$ cat config.mk
export PLATFORM = sky130hd
export DESIGN_NAME = rmd_step
export DESIGN_NICKNAME = d
export VERILOG_FILES = /design/src/hdl/rmd_pkg.sv /design/src/hdl/rmd_step.sv
export SDC_FILE = /design/constraint.sdc
export NUM_CORES = 1
export LEC_CHECK = 0
export BUFFER_PORTS_ARGS = -buffer_cell sky130_fd_sc_hd__buf_4
export CAP_MARGIN = 15
export CORE_MARGIN = 1.5
export CORE_UTILIZATION = 50
export DETAILED_ROUTE_END_ITERATION = 6
export PLACE_DENSITY = 0.78
export SYNTH_ARGS = -nofsm -noshare
export SYNTH_HDL_FRONTEND = slang
export SYNTH_SLANG_ARGS = --single-unit
$ cat constraint.sdc
create_clock -name vclk -period 6.4
set_clock_uncertainty 0.15 [all_clocks]
set_input_delay 0.96 -clock vclk [all_inputs]
set_output_delay 0.96 -clock vclk [all_outputs]
set_load 0.02 [all_outputs]
$ cat src/hdl/rmd_pkg.sv
package rmd_pkg;

   // Default buffer size in bytes
   localparam int RMD_BUF_BYTES = 512;

   // Fixed field widths
   localparam int STR_LEN_W = 9;
   localparam int PHASE_W   = 4;

   // Parser phases
   localparam logic [PHASE_W-1:0] PH_TYPE      = 4'd0;
   localparam logic [PHASE_W-1:0] PH_SIGN      = 4'd1;
   localparam logic [PHASE_W-1:0] PH_DIGITS    = 4'd2;
   localparam logic [PHASE_W-1:0] PH_NUM_LF    = 4'd3;
   localparam logic [PHASE_W-1:0] PH_TEXT      = 4'd4;
   localparam logic [PHASE_W-1:0] PH_TEXT_LF   = 4'd5;
   localparam logic [PHASE_W-1:0] PH_BULK_DATA = 4'd6;
   localparam logic [PHASE_W-1:0] PH_BULK_CR   = 4'd7;
   localparam logic [PHASE_W-1:0] PH_BULK_LF   = 4'd8;
   localparam logic [PHASE_W-1:0] PH_DRAIN     = 4'd9;

   // Message types
   localparam logic [2:0] TY_SIMPLE = 3'd0;
   localparam logic [2:0] TY_ERROR  = 3'd1;
   localparam logic [2:0] TY_INT    = 3'd2;
   localparam logic [2:0] TY_BULK   = 3'd3;
   localparam logic [2:0] TY_NULL   = 3'd4;

   // Status codes
   localparam logic [2:0] ST_OK        = 3'd0;
   localparam logic [2:0] ST_BAD_TYPE  = 3'd1;
   localparam logic [2:0] ST_FRAMING   = 3'd2;
   localparam logic [2:0] ST_OVERFLOW  = 3'd3;
   localparam logic [2:0] ST_NO_DIGITS = 3'd4;
   localparam logic [2:0] ST_NEGATIVE  = 3'd5;
   localparam logic [2:0] ST_TOO_LONG  = 3'd6;
   localparam logic [2:0] ST_TRUNCATED = 3'd7;

   // Result kinds
   localparam logic KIND_PAYLOAD = 1'b0;
   localparam logic KIND_FINAL   = 1'b1;

   // Protocol characters
   localparam logic [7:0] CH_PLUS  = 8'h2B;
   localparam logic [7:0] CH_MINUS = 8'h2D;
   localparam logic [7:0] CH_COLON = 8'h3A;
   localparam logic [7:0] CH_DOLLAR = 8'h24;
   localparam logic [7:0] CH_CR    = 8'h0D;
   localparam logic [7:0] CH_LF    = 8'h0A;
   localparam logic [7:0] CH_ZERO  = 8'h30;
   localparam logic [7:0] CH_NINE  = 8'h39;

   // Signed 32-bit magnitude limits
   localparam logic [35:0] LIMIT_POS = 36'h07FFFFFFF;
   localparam logic [35:0] LIMIT_NEG = 36'h080000000;

   // Parser context, apart from the byte counters
   typedef struct packed {
      logic [PHASE_W-1:0] phase;
      logic [2:0]         type_code;
      logic [31:0]        magnitude;
      logic               is_negative;
      logic               digit_seen;
   } rmd_state_type;

   // One result item
   typedef struct packed {
      logic                 result_kind;
      logic [7:0]           payload_byte;
      logic [2:0]           msg_type;
      logic signed [31:0]   int_value;
      logic [STR_LEN_W-1:0] str_length;
      logic [2:0]           status;
   } rmd_result_type;

endpackage

$ cat src/hdl/rmd_step.sv
module rmd_step
   import rmd_pkg::*;
#(
   parameter int BUF_BYTES = RMD_BUF_BYTES,
   parameter int CNT_W     = $clog2(BUF_BYTES)
) (
   input  rmd_state_type        cur_state,
   input  logic [CNT_W-1:0]     cur_count,
   input  logic [CNT_W-1:0]     cur_remaining,
   input  logic [7:0]           data_byte,
   input  logic                 buffer_end,
   output rmd_state_type        nxt_state,
   output logic [CNT_W-1:0]     nxt_count,
   output logic [CNT_W-1:0]     nxt_remaining,
   output logic                 fire,
   output rmd_result_type       result
);

   logic        is_digit;
   logic [3:0]  digit_val;
   logic [35:0] acc;
   logic [35:0] limit;

   // Decimal accumulate: magnitude * 10 + digit
   assign is_digit  = (data_byte >= CH_ZERO) && (data_byte <= CH_NINE);
   assign digit_val = 4'(data_byte - CH_ZERO);
   assign acc       = {1'b0, cur_state.magnitude, 3'b000}
                    + {3'b000, cur_state.magnitude, 1'b0}
                    + {32'd0, digit_val};
   assign limit     = cur_state.is_negative ? LIMIT_NEG : LIMIT_POS;

   always_comb begin
      nxt_state     = cur_state;
      nxt_count     = cur_count;
      nxt_remaining = cur_remaining;
      fire          = 1'b0;
      result        = '0;

      case (cur_state.phase)
         // First byte picks the message type
         PH_TYPE: begin
            nxt_state.magnitude   = '0;
            nxt_state.is_negative = 1'b0;
            nxt_state.digit_seen  = 1'b0;
            nxt_count             = '0;
            nxt_remaining         = '0;
            case (data_byte)
               CH_PLUS: begin
                  nxt_state.type_code = TY_SIMPLE;
                  nxt_state.phase     = PH_TEXT;
               end
               CH_MINUS: begin
                  nxt_state.type_code = TY_ERROR;
                  nxt_state.phase     = PH_TEXT;
               end
               CH_COLON: begin
                  nxt_state.type_code = TY_INT;
                  nxt_state.phase     = PH_SIGN;
               end
               CH_DOLLAR: begin
                  nxt_state.type_code = TY_BULK;
                  nxt_state.phase     = PH_SIGN;
               end
               default: begin
                  nxt_state.type_code = TY_SIMPLE;
                  nxt_state.phase     = PH_DRAIN;
                  fire                = 1'b1;
                  result.result_kind  = KIND_FINAL;
                  result.msg_type     = TY_SIMPLE;
                  result.status       = ST_BAD_TYPE;
               end
            endcase
         end

         // Optional sign, then decimal digits up to CR
         PH_SIGN, PH_DIGITS: begin
            nxt_state.phase = PH_DIGITS;
            if ((cur_state.phase == PH_SIGN)
                && ((data_byte == CH_PLUS) || (data_byte == CH_MINUS))) begin
               nxt_state.is_negative = (data_byte == CH_MINUS);
            end else if (is_digit) begin
               if (acc > limit) begin
                  nxt_state.phase    = PH_DRAIN;
                  fire               = 1'b1;
                  result.result_kind = KIND_FINAL;
                  result.msg_type    = cur_state.type_code;
                  result.status      = ST_OVERFLOW;
               end else begin
                  nxt_state.magnitude  = acc[31:0];
                  nxt_state.digit_seen = 1'b1;
               end
            end else if (!cur_state.digit_seen) begin
               nxt_state.phase    = PH_DRAIN;
               fire               = 1'b1;
               result.result_kind = KIND_FINAL;
               result.msg_type    = cur_state.type_code;
               result.status      = ST_NO_DIGITS;
            end else if (data_byte == CH_CR) begin
               nxt_state.phase = PH_NUM_LF;
            end else begin
               nxt_state.phase    = PH_DRAIN;
               fire               = 1'b1;
               result.result_kind = KIND_FINAL;
               result.msg_type    = cur_state.type_code;
               result.status      = ST_FRAMING;
            end
         end

         // LF closes the number: integer result or bulk length check
         PH_NUM_LF: begin
            fire               = 1'b1;
            result.result_kind = KIND_FINAL;
            nxt_state.phase    = PH_DRAIN;
            result.msg_type    = cur_state.type_code;
            if (data_byte != CH_LF) begin
               result.status = ST_FRAMING;
            end else if (cur_state.type_code == TY_INT) begin
               result.msg_type  = TY_INT;
               result.int_value = cur_state.is_negative ? -$signed(cur_state.magnitude)
                                                        : $signed(cur_state.magnitude);
               result.status    = ST_OK;
            end else if (cur_state.is_negative && (cur_state.magnitude == 32'd1)) begin
               result.msg_type = TY_NULL;
               result.status   = ST_OK;
            end else if (cur_state.is_negative && (cur_state.magnitude != 32'd0)) begin
               result.status = ST_NEGATIVE;
            end else if (cur_state.magnitude >= 32'(BUF_BYTES)) begin
               result.status = ST_TOO_LONG;
            end else begin
               fire          = 1'b0;
               result        = '0;
               nxt_remaining = cur_state.magnitude[CNT_W-1:0];
               nxt_count     = '0;
               nxt_state.phase = (cur_state.magnitude != 32'd0) ? PH_BULK_DATA : PH_BULK_CR;
            end
         end

         // Simple and error text, streamed up to CR
         PH_TEXT: begin
            if (data_byte == CH_CR) begin
               nxt_state.phase = PH_TEXT_LF;
            end else if (cur_count >= CNT_W'(BUF_BYTES - 1)) begin
               nxt_state.phase    = PH_DRAIN;
               fire               = 1'b1;
               result.result_kind = KIND_FINAL;
               result.msg_type    = cur_state.type_code;
               result.status      = ST_TOO_LONG;
            end else begin
               fire                = 1'b1;
               result.result_kind  = KIND_PAYLOAD;
               result.payload_byte = data_byte;
               nxt_count           = cur_count + CNT_W'(1);
            end
         end

         PH_TEXT_LF: begin
            fire               = 1'b1;
            result.result_kind = KIND_FINAL;
            result.msg_type    = cur_state.type_code;
            nxt_state.phase    = PH_DRAIN;
            if (data_byte == CH_LF) begin
               result.str_length = STR_LEN_W'(cur_count);
               result.status     = ST_OK;
            end else begin
               result.status = ST_FRAMING;
            end
         end

         // Counted bulk payload
         PH_BULK_DATA: begin
            fire                = 1'b1;
            result.result_kind  = KIND_PAYLOAD;
            result.payload_byte = data_byte;
            nxt_count           = cur_count + CNT_W'(1);
            nxt_remaining       = cur_remaining - CNT_W'(1);
            if (cur_remaining == CNT_W'(1)) begin
               nxt_state.phase = PH_BULK_CR;
            end
         end

         PH_BULK_CR: begin
            if (data_byte == CH_CR) begin
               nxt_state.phase = PH_BULK_LF;
            end else begin
               nxt_state.phase    = PH_DRAIN;
               fire               = 1'b1;
               result.result_kind = KIND_FINAL;
               result.msg_type    = cur_state.type_code;
               result.status      = ST_FRAMING;
            end
         end

         PH_BULK_LF: begin
            fire               = 1'b1;
            result.result_kind = KIND_FINAL;
            nxt_state.phase    = PH_DRAIN;
            if (data_byte == CH_LF) begin
               result.msg_type   = TY_BULK;
               result.str_length = STR_LEN_W'(cur_count);
               result.status     = ST_OK;
            end else begin
               result.msg_type = cur_state.type_code;
               result.status   = ST_FRAMING;
            end
         end

         default: begin
            // drain: bytes ignored until the buffer end
         end
      endcase

      // Buffer end: unfinished message is truncated, next byte starts anew
      if (buffer_end) begin
         if ((nxt_state.phase != PH_DRAIN) && (nxt_state.phase != PH_TYPE)) begin
            fire               = 1'b1;
            result             = '0;
            result.result_kind = KIND_FINAL;
            result.msg_type    = nxt_state.type_code;
            result.status      = ST_TRUNCATED;
         end
         nxt_state.phase = PH_TYPE;
      end
   end

endmodule
==> Word level (Yosys, flattened, before mapping) <==
Cells that the tools add are included.
{ "classes": {"n_addsub": 6, "magnitude_cmp": 5, "eq_ne": 19, "muxes": 103, "n_reduce_logical": 14} }
{ "ops": {"columns": ["cell", "n"], "rows": [
  ["53-bit 2-to-1 mux", 7],
  ["32-bit 2-to-1 mux", 6],
  ["9-bit 2-to-1 mux", 16],
  ["56-bit 2-to-1 mux", 2],
  ["34-bit one-hot mux with 2 select lines", 1],
  ["3-bit 2-to-1 mux", 19],
  ["4-bit 2-to-1 mux", 14],
  ["41-bit 2-to-1 mux", 1],
  ["35-bit by 33-bit adder with 36-bit output", 1],
  ["36-bit by 4-bit adder with 36-bit output", 1],
  ["36-bit by 32-bit > comparator with 1-bit output", 1],
  ["3-bit one-hot mux with 6 select lines", 2],
  ["9-bit one-hot mux with 4 select lines", 1],
  ["35-bit 2-to-1 mux", 1],
  ["32-bit by 1-bit == test with 1-bit output, second input constant", 1],
  ["8-bit by 6-bit == test with 1-bit output, second input constant", 4],
  ["32-bit by 10-bit >= comparator with 1-bit output, second input constant", 1],
  ["32-bit negator", 1],
  ["32-bit nonzero test", 1],
  ["4-bit one-hot mux with 7 select lines", 1],
  ["7-bit one-hot mux with 4 select lines", 1],
  ["9-bit one-hot mux with 3 select lines", 1],
  ["8-bit one-hot mux with 3 select lines", 1],
  ["1-bit 2-to-1 mux", 21],
  ["other kinds (28)", 41]
]} }
{ "word_totals": {"ff_bits": 0, "in_bits": 68, "output_inout_bits": 116, "wordCells": 147} }

==> Depth between registers and ports, before layout <==
Gate-level depths: netlist of run 1.
{ "depth": {"ltp_word": 13, "depth_mapped": 21, "mapped_depth_nobuf": 20} }

==> Least setup slack after synthesis of run 1 <==
OpenSTA, ideal clock, no wires.
{ "synth_path": {"path_type": "input to output", "startpoint": "input port cur_state[2] (netlist bit)", "endpoint": "output port result[44] (netlist bit)", "t_arrival_ns": 5.563, "t_required_ns": 5.290, "path_slack_ns": -0.273, "cell_stages": 21, "n_path_buf": 1, "path_cell_list": "fa_1 -> ha_1 -> a21oi_1 -> nand3b_1 -> a2111oi_0 -> nor2_1 -> o21ai_0 -> a21oi_1 -> o21a_1 -> a311oi_1 -> ha_1 -> a21oi_1 -> nor2b_1 -> o21ai_0 -> nand2b_1 -> a22oi_1 -> o221a_2 -> a311oi_1 -> or2_4 -> buf_6 -> o221ai_1"} }
{ "synth_rtl": {"columns": ["element", "line", "source"], "rows": [
  ["start: declaration", "rmd_step.sv:7", "input rmd_state_type cur_state,"],
  ["end: declaration", "rmd_step.sv:16", "output rmd_result_type result"]
]} }

==> results of run 1 <==
logic make-up (layout without fill, tap and decap cells):
| logic type | count (synthesis) | count (layout) |
|---|---|---|
| fa+ha+maj | 103 | 103 |
| mux | 3 | 3 |
| compound gates | 301 | 302 |
| buf+inv | 75 | 401 |
| simple gates | 341 | 342 |
| xor+xnor | 55 | 55 |
synth_stat cells, types with 18 or more instances:
cell	count
clkbuf_1	31
inv_1	25
nor3_1	18
and2_1	18
nand3_1	25
nand2_1	76
a21oi_1	60
nand4_1	21
a32o_1	30
nor2_1	96
o21ai_0	65
and3_1	19
xor2_1	43
ha_1	101
through the flow:
stage	worst slack, ns	hold WS (ns)	area (um2)
floorplan	0.0134	1.85	6240
global placement	-0.549	2.08	8680
detailed placement	-0.676	2.08	8680
CTS	-0.517	2.09	9500
global route	-0.897	2.07	9690
finish	-0.725	2.07	9690
metal layers:
layer | part of all wire (%) | vias to the layer above | GRT usage, %
met5 | 0 | - | 0
met4 | 4.4 | 0 | 14.8
met3 | 8.7 | 124 | 4.84
met2 | 48 | 516 | 67.8
met1 | 39 | 4114 | 47.6
li1 | - | 4066 | -
layout make-up:
cell class	instances	area (um2)	share of cell area, %
timing repair buffer	375	3040	31.4
inverter	26	97.6	1.01
tap	147	184	1.90
multi-input combinational	805	6360	65.7
critical path, cell delays in order:
cell and delay, ns:
buf_8 0.10, fa_2 0.53, ha_4 0.30, a21oi_2 0.05, nand3b_1 0.24, buf_4 0.20
a2111oi_4 0.33, nor2_2 0.08, o21ai_2 0.19, a21oi_4 0.11, o21a_1 0.21, a311oi_2 0.31
ha_1 0.31, a21oi_1 0.15, nor2b_1 0.06, o21ai_0 0.27, nand2b_1 0.14, a22oi_2 0.22
o221a_4 0.23, nand3_4 0.10, buf_6 0.16, a211oi_4 0.18, buf_6 0.17, buf_6 0.13
a32o_2 0.15, buf_6 0.13
final timing paths:
kind / slack, ns / depth (start not counted) / to
setup / recovery: -0.72 / 26 / nxt_state[15]
hold / removal: 2.07 / 3 / nxt_state[40]
power by group through the flow:
stage               Combinational [W]  Clock [W]  Sequential (W)
floorplan                    0.000530          0               0
global placement             0.000916          0               0
detailed placement           0.000929          0               0
CTS                           0.00106          0               0
global route                  0.00122          0               0
finish                        0.00114          0               0
what timing repair did:
| action | in CTS | in global routing |
|---|---|---|
| resized for setup | 113 | 28 |
| buffers inserted | 35 | 6 |
| gates cloned | 2 | 1 |
| endpoints found under the hold margin | 0 | 0 |
| pin swaps | 58 | 36 |
| endpoints found under the setup margin | 52 | 52 |
==> impl_metrics.yaml, run 1 <==
grt:
  grt_pass1_wl_um: 41000
  antenna_found_initial: 0
  grt_pass1_vias: 8306
  grt_max_degree: 37
  grt-ovfl-total: 0
  grtUsageTotal_pct: 38.4
power:
  total_leakage_power_nw: 4.55
  seqPwrFrac_pct: 0
  p_per_area_nw_per_um2: 118
  p_comb_share_pct: 100.0
  clkPwrFrac_pct: 0
  internal-power_w: 0.000552
  power_switching_w: 0.000587
  power_w: 0.00114
  swShare_pct: 51.5
  vdd_drop_max_mv: 0.0919
timing:
  period_minus_slack_ns: 7.12
  max_freq_mhz: 140
  finalSetupViolations: 52
  slew_headroom_pct: 32.4
  hold_violations: 0
  setup_tns_ns: -34.88
  min_period_over_period_pct: 111
  finalMaxSlewViolations: 0
  setup_ws_ns: -0.725
  tightest_slew_ns: 1.01
  rsz0062_at_grt: "yes"
detailed_routing:
  vias: 8820
  avgRoutedWirePerCell_um: 20.0
  drtIter0Drc: 773
  route.detailed.drc: 0
  viasPerCell: 6.52
  ant_nets: 0
  dr.pass1.iters: 5
  wl_um: 27000
logic_synthesis:
  yosys_warnings: 0
  synth_compound_area_share_pct: 36.1
  netlist_instances: 878
  synthAdderAreaFrac_pct: 21.2
  synthesis.area_per_instance_um2: 7.02
  synth_top_family_by_area: "compound AO/OA/AOI/OAI gates"
  syn_area_um2: 6160
  synth.net_count: 1049
  ys_seq_area_share_pct: 0
  synthXorXnorAreaFrac_pct: 7.82
  synth_cell_types: 94
  synth.largest_area_cell: "ha_1"
  synth.mux.area_fraction_pct: 0.508
  synth_top_area_share_pct: 20.5
  yosys.area_share.simple_pct: 28.6
  synthTopCellsByArea: "ha_1 21%, xor2_1 6.1%, nor2_1 5.8%, o21ai_0 5.3%, a21oi_1 4.9%"
die:
  initial_utilization_pct: 51.3
  die_x_um: 114
  rows: 40
  die_h_um: 114
  fp.dieArea_um2: 13000
  coreArea_um2: 12000
  boundaryPins: 184
cells_and_area:
  num_antenna_cells: 0
  drive_gt1_share_pct: 41.9
  final_util_pct: 80.6
  nets: 1379
  nFillCells: 827
  seq_area_um2: 0
  final_cells: 1353
  syn_to_final_growth_pct: 57.2
  seq_cell_count: 0
  layout_common_cells: "316 x buf_4, 92 x nor2_1, 91 x ha_1, 74 x nand2_1, 59 x o21ai_0"
  final_common_cell: "buf_4"
  nClkBuffers: 0
placement:
  routabilityCongestion: 1.02
  io_buffers: 184
  dp_cells: 1311
  hpwlAfterDp_um: 19600
cts:
  hold_buffers: 0
setup_path:
  cp_data_required_time_ns: 5.29
  path_class: "input port to output pin"
  cp_max_fo: 6
  start_kind: "input port"
  endpoint_kind: "output pin"
  critPathArrivalTime_ns: 6.01
  startpoint: "cur_state[2]"
hold_path:
  hold_path_class: "input port to output pin"
  hold_path_startpoint: "buffer_end"
run_status:
  violations: "negative setup slack"
  status: "finished, violations left"
job:
  maxCapViolCount: 0
Power figures use the tool's default switching activity.
==> run 2, diff against run 1 <==
==> constraint.sdc (replaced) <==
create_clock -name vclk -period 5.8
set_clock_uncertainty 0.15 [all_clocks]
set_input_delay 0.87 -clock vclk [all_inputs]
set_output_delay 0.87 -clock vclk [all_outputs]
set_load 0.02 [all_outputs]
==> impl_metrics.yaml, run 2 (synthesis gave the netlist of run 1 again) <==
setup_path:
  endpoint_kind: "output pin"
  startpoint: "cur_state[4]"
  critPathArrivalTime_ns: 5.94
  critPathTopFamily: "compound AO/OA/AOI/OAI gates"
  start_kind: "input port"
  path_buf_inv: 3
  crit_path_frequent_cell: "a21oi_2"
  path_class: "input port to output pin"
  cp_max_fo: 7
  slowest_stage: "fa_2"
  cp_data_required_time_ns: 4.78
  crit_chain: "buf_8, fa_2, ha_4, a21oi_2, nand3b_1, buf_4, a2111oi_4, nor2_1, o21ai_2, a21oi_2, o21bai_1, xnor2_1, ha_1, nand4_1, nor4_2, nand3_2, a22oi_2, o221a_4, nand3_4, a211o_2, a22o_1, buf_6"
  worst_path_largest_cell_delay_ns: 0.51
cells_and_area:
  final_common_cell: "buf_4"
  layout_common_cells: "322 x buf_4, 95 x nor2_1, 95 x ha_1, 74 x nand2_1, 68 x buf_6"
  nets: 1399
  nFillCells: 798
  drive_gt1_share_pct: 42.4
  seq_area_um2: 0
  fin_area_um2: 9900
  num_antenna_cells: 0
  seq_cell_count: 0
  nClkBuffers: 0
  syn_to_final_growth_pct: 60.6
grt:
  grt_pass1_vias: 8125
  grt-ovfl-total: 0
  antenna_found_initial: 0
  grt_pass1_wl_um: 40700
  grt_max_degree: 37
  grtUsageTotal_pct: 38.4
timing:
  finalMaxSlewViolations: 0
  rsz0062_at_grt: "yes"
  min_period_over_period_pct: 120
  period_minus_slack_ns: 6.96
  tightest_slew_ns: 0.934
  slew_headroom_pct: 37.5
  setup_ws_ns: -1.16
  hold_violations: 0
  finalSetupViolations: 52
  max_freq_mhz: 144
placement:
  routabilityCongestion: 1.00
  hpwlAfterDp_um: 20300
  dpl_cell_area_um2: 9050
  io_buffers: 184
power:
  power_w: 0.00128
  vdd_drop_max_mv: 0.0974
  p_per_area_nw_per_um2: 129
  total_leakage_power_nw: 4.66
detailed_routing:
  drtIter0Drc: 859
  vias: 8903
  ant_nets: 0
  viasPerCell: 6.48
  route.detailed.drc: 0
  wl_um: 27400
  avgRoutedWirePerCell_um: 19.9
  dr.pass1.iters: 5
job:
  maxCapViolCount: 0
hold_path:
  hold_path_class: "input port to output pin"
  hold_path_startpoint: "buffer_end"
die:
  die_h_um: 114
  initial_utilization_pct: 51.3
  fp.dieArea_um2: 13000
  die_x_um: 114
  boundaryPins: 184
  rows: 40
  coreArea_um2: 12000
run_status:
  status: "finished, violations left"
  violations: "negative setup slack"
-- run 2: cell count changes in the layout (fill, tap and decap cells not counted), sizes merged --
cell | previous run | this run
a211o | 5 | 7
buf | 375 | 393
-- run 2: cell type report --
| type | count | area (um2) | area share (%) |
|---|---|---|---|
| multi-input cells | 807 | 6380 | 64.5 |
| inverters | 26 | 97.6 | 0.986 |
| well taps | 147 | 184 | 1.86 |
| repair buffers | 393 | 3230 | 32.7 |
-- run 2: repair_timing --
action,4_1_cts,5_1_grt
buffers inserted,21,10
cloned,2,3
hold buffers,0,0
endpoints found under the setup margin,52,52
pin swaps,15,45
gates resized for setup,60,71
-- run 2: worst min-delay path, stage by stage --
cell,delay [ns]
buf_4,0.14
a31oi_4,0.04
buf_6,0.13
-- run 2: path summary, 6_finish.rpt --
kind,slack (ns),to,cells after the start
hold / removal,1.90,nxt_state[40],3
setup / recovery,-1.16,nxt_state[32],22
-- run 2: layer usage --
layer	global-route usage, %	vias to the layer above	part of all wire (%)
li1	-	4099	-
met1	48.3	4166	40
met5	0	-	0
met4	12.7	0	4.2
met2	69.3	527	48
met3	2.76	111	8.0
-- run 2: per-stage QoR --
step	setup TNS (ns)	utilization, %	hold slack, ns	worst slack, ns	cells
3_5_place_dp	-57.66	75.3	1.92	-1.21	1340
5_1_grt	-63.44	82.4	1.91	-1.28	1373
6_report	-56.35	82.4	1.90	-1.16	1373
2_1_floorplan	-16.87	-	1.63	-0.401	878
3_3_place_gp	-52.94	75.3	1.91	-1.10	1340
4_1_cts	-50.48	79.0	1.91	-1.03	1362
-- run 2: where the power goes --
group	internal (W)	leakage [nW]	switching, W	total (W)
Clock	0	0	0	0
Combinational	0.000631	4.66	0.000648	0.00128
Sequential	0	0	0	0
Total	0.000631	4.66	0.000648	0.00128
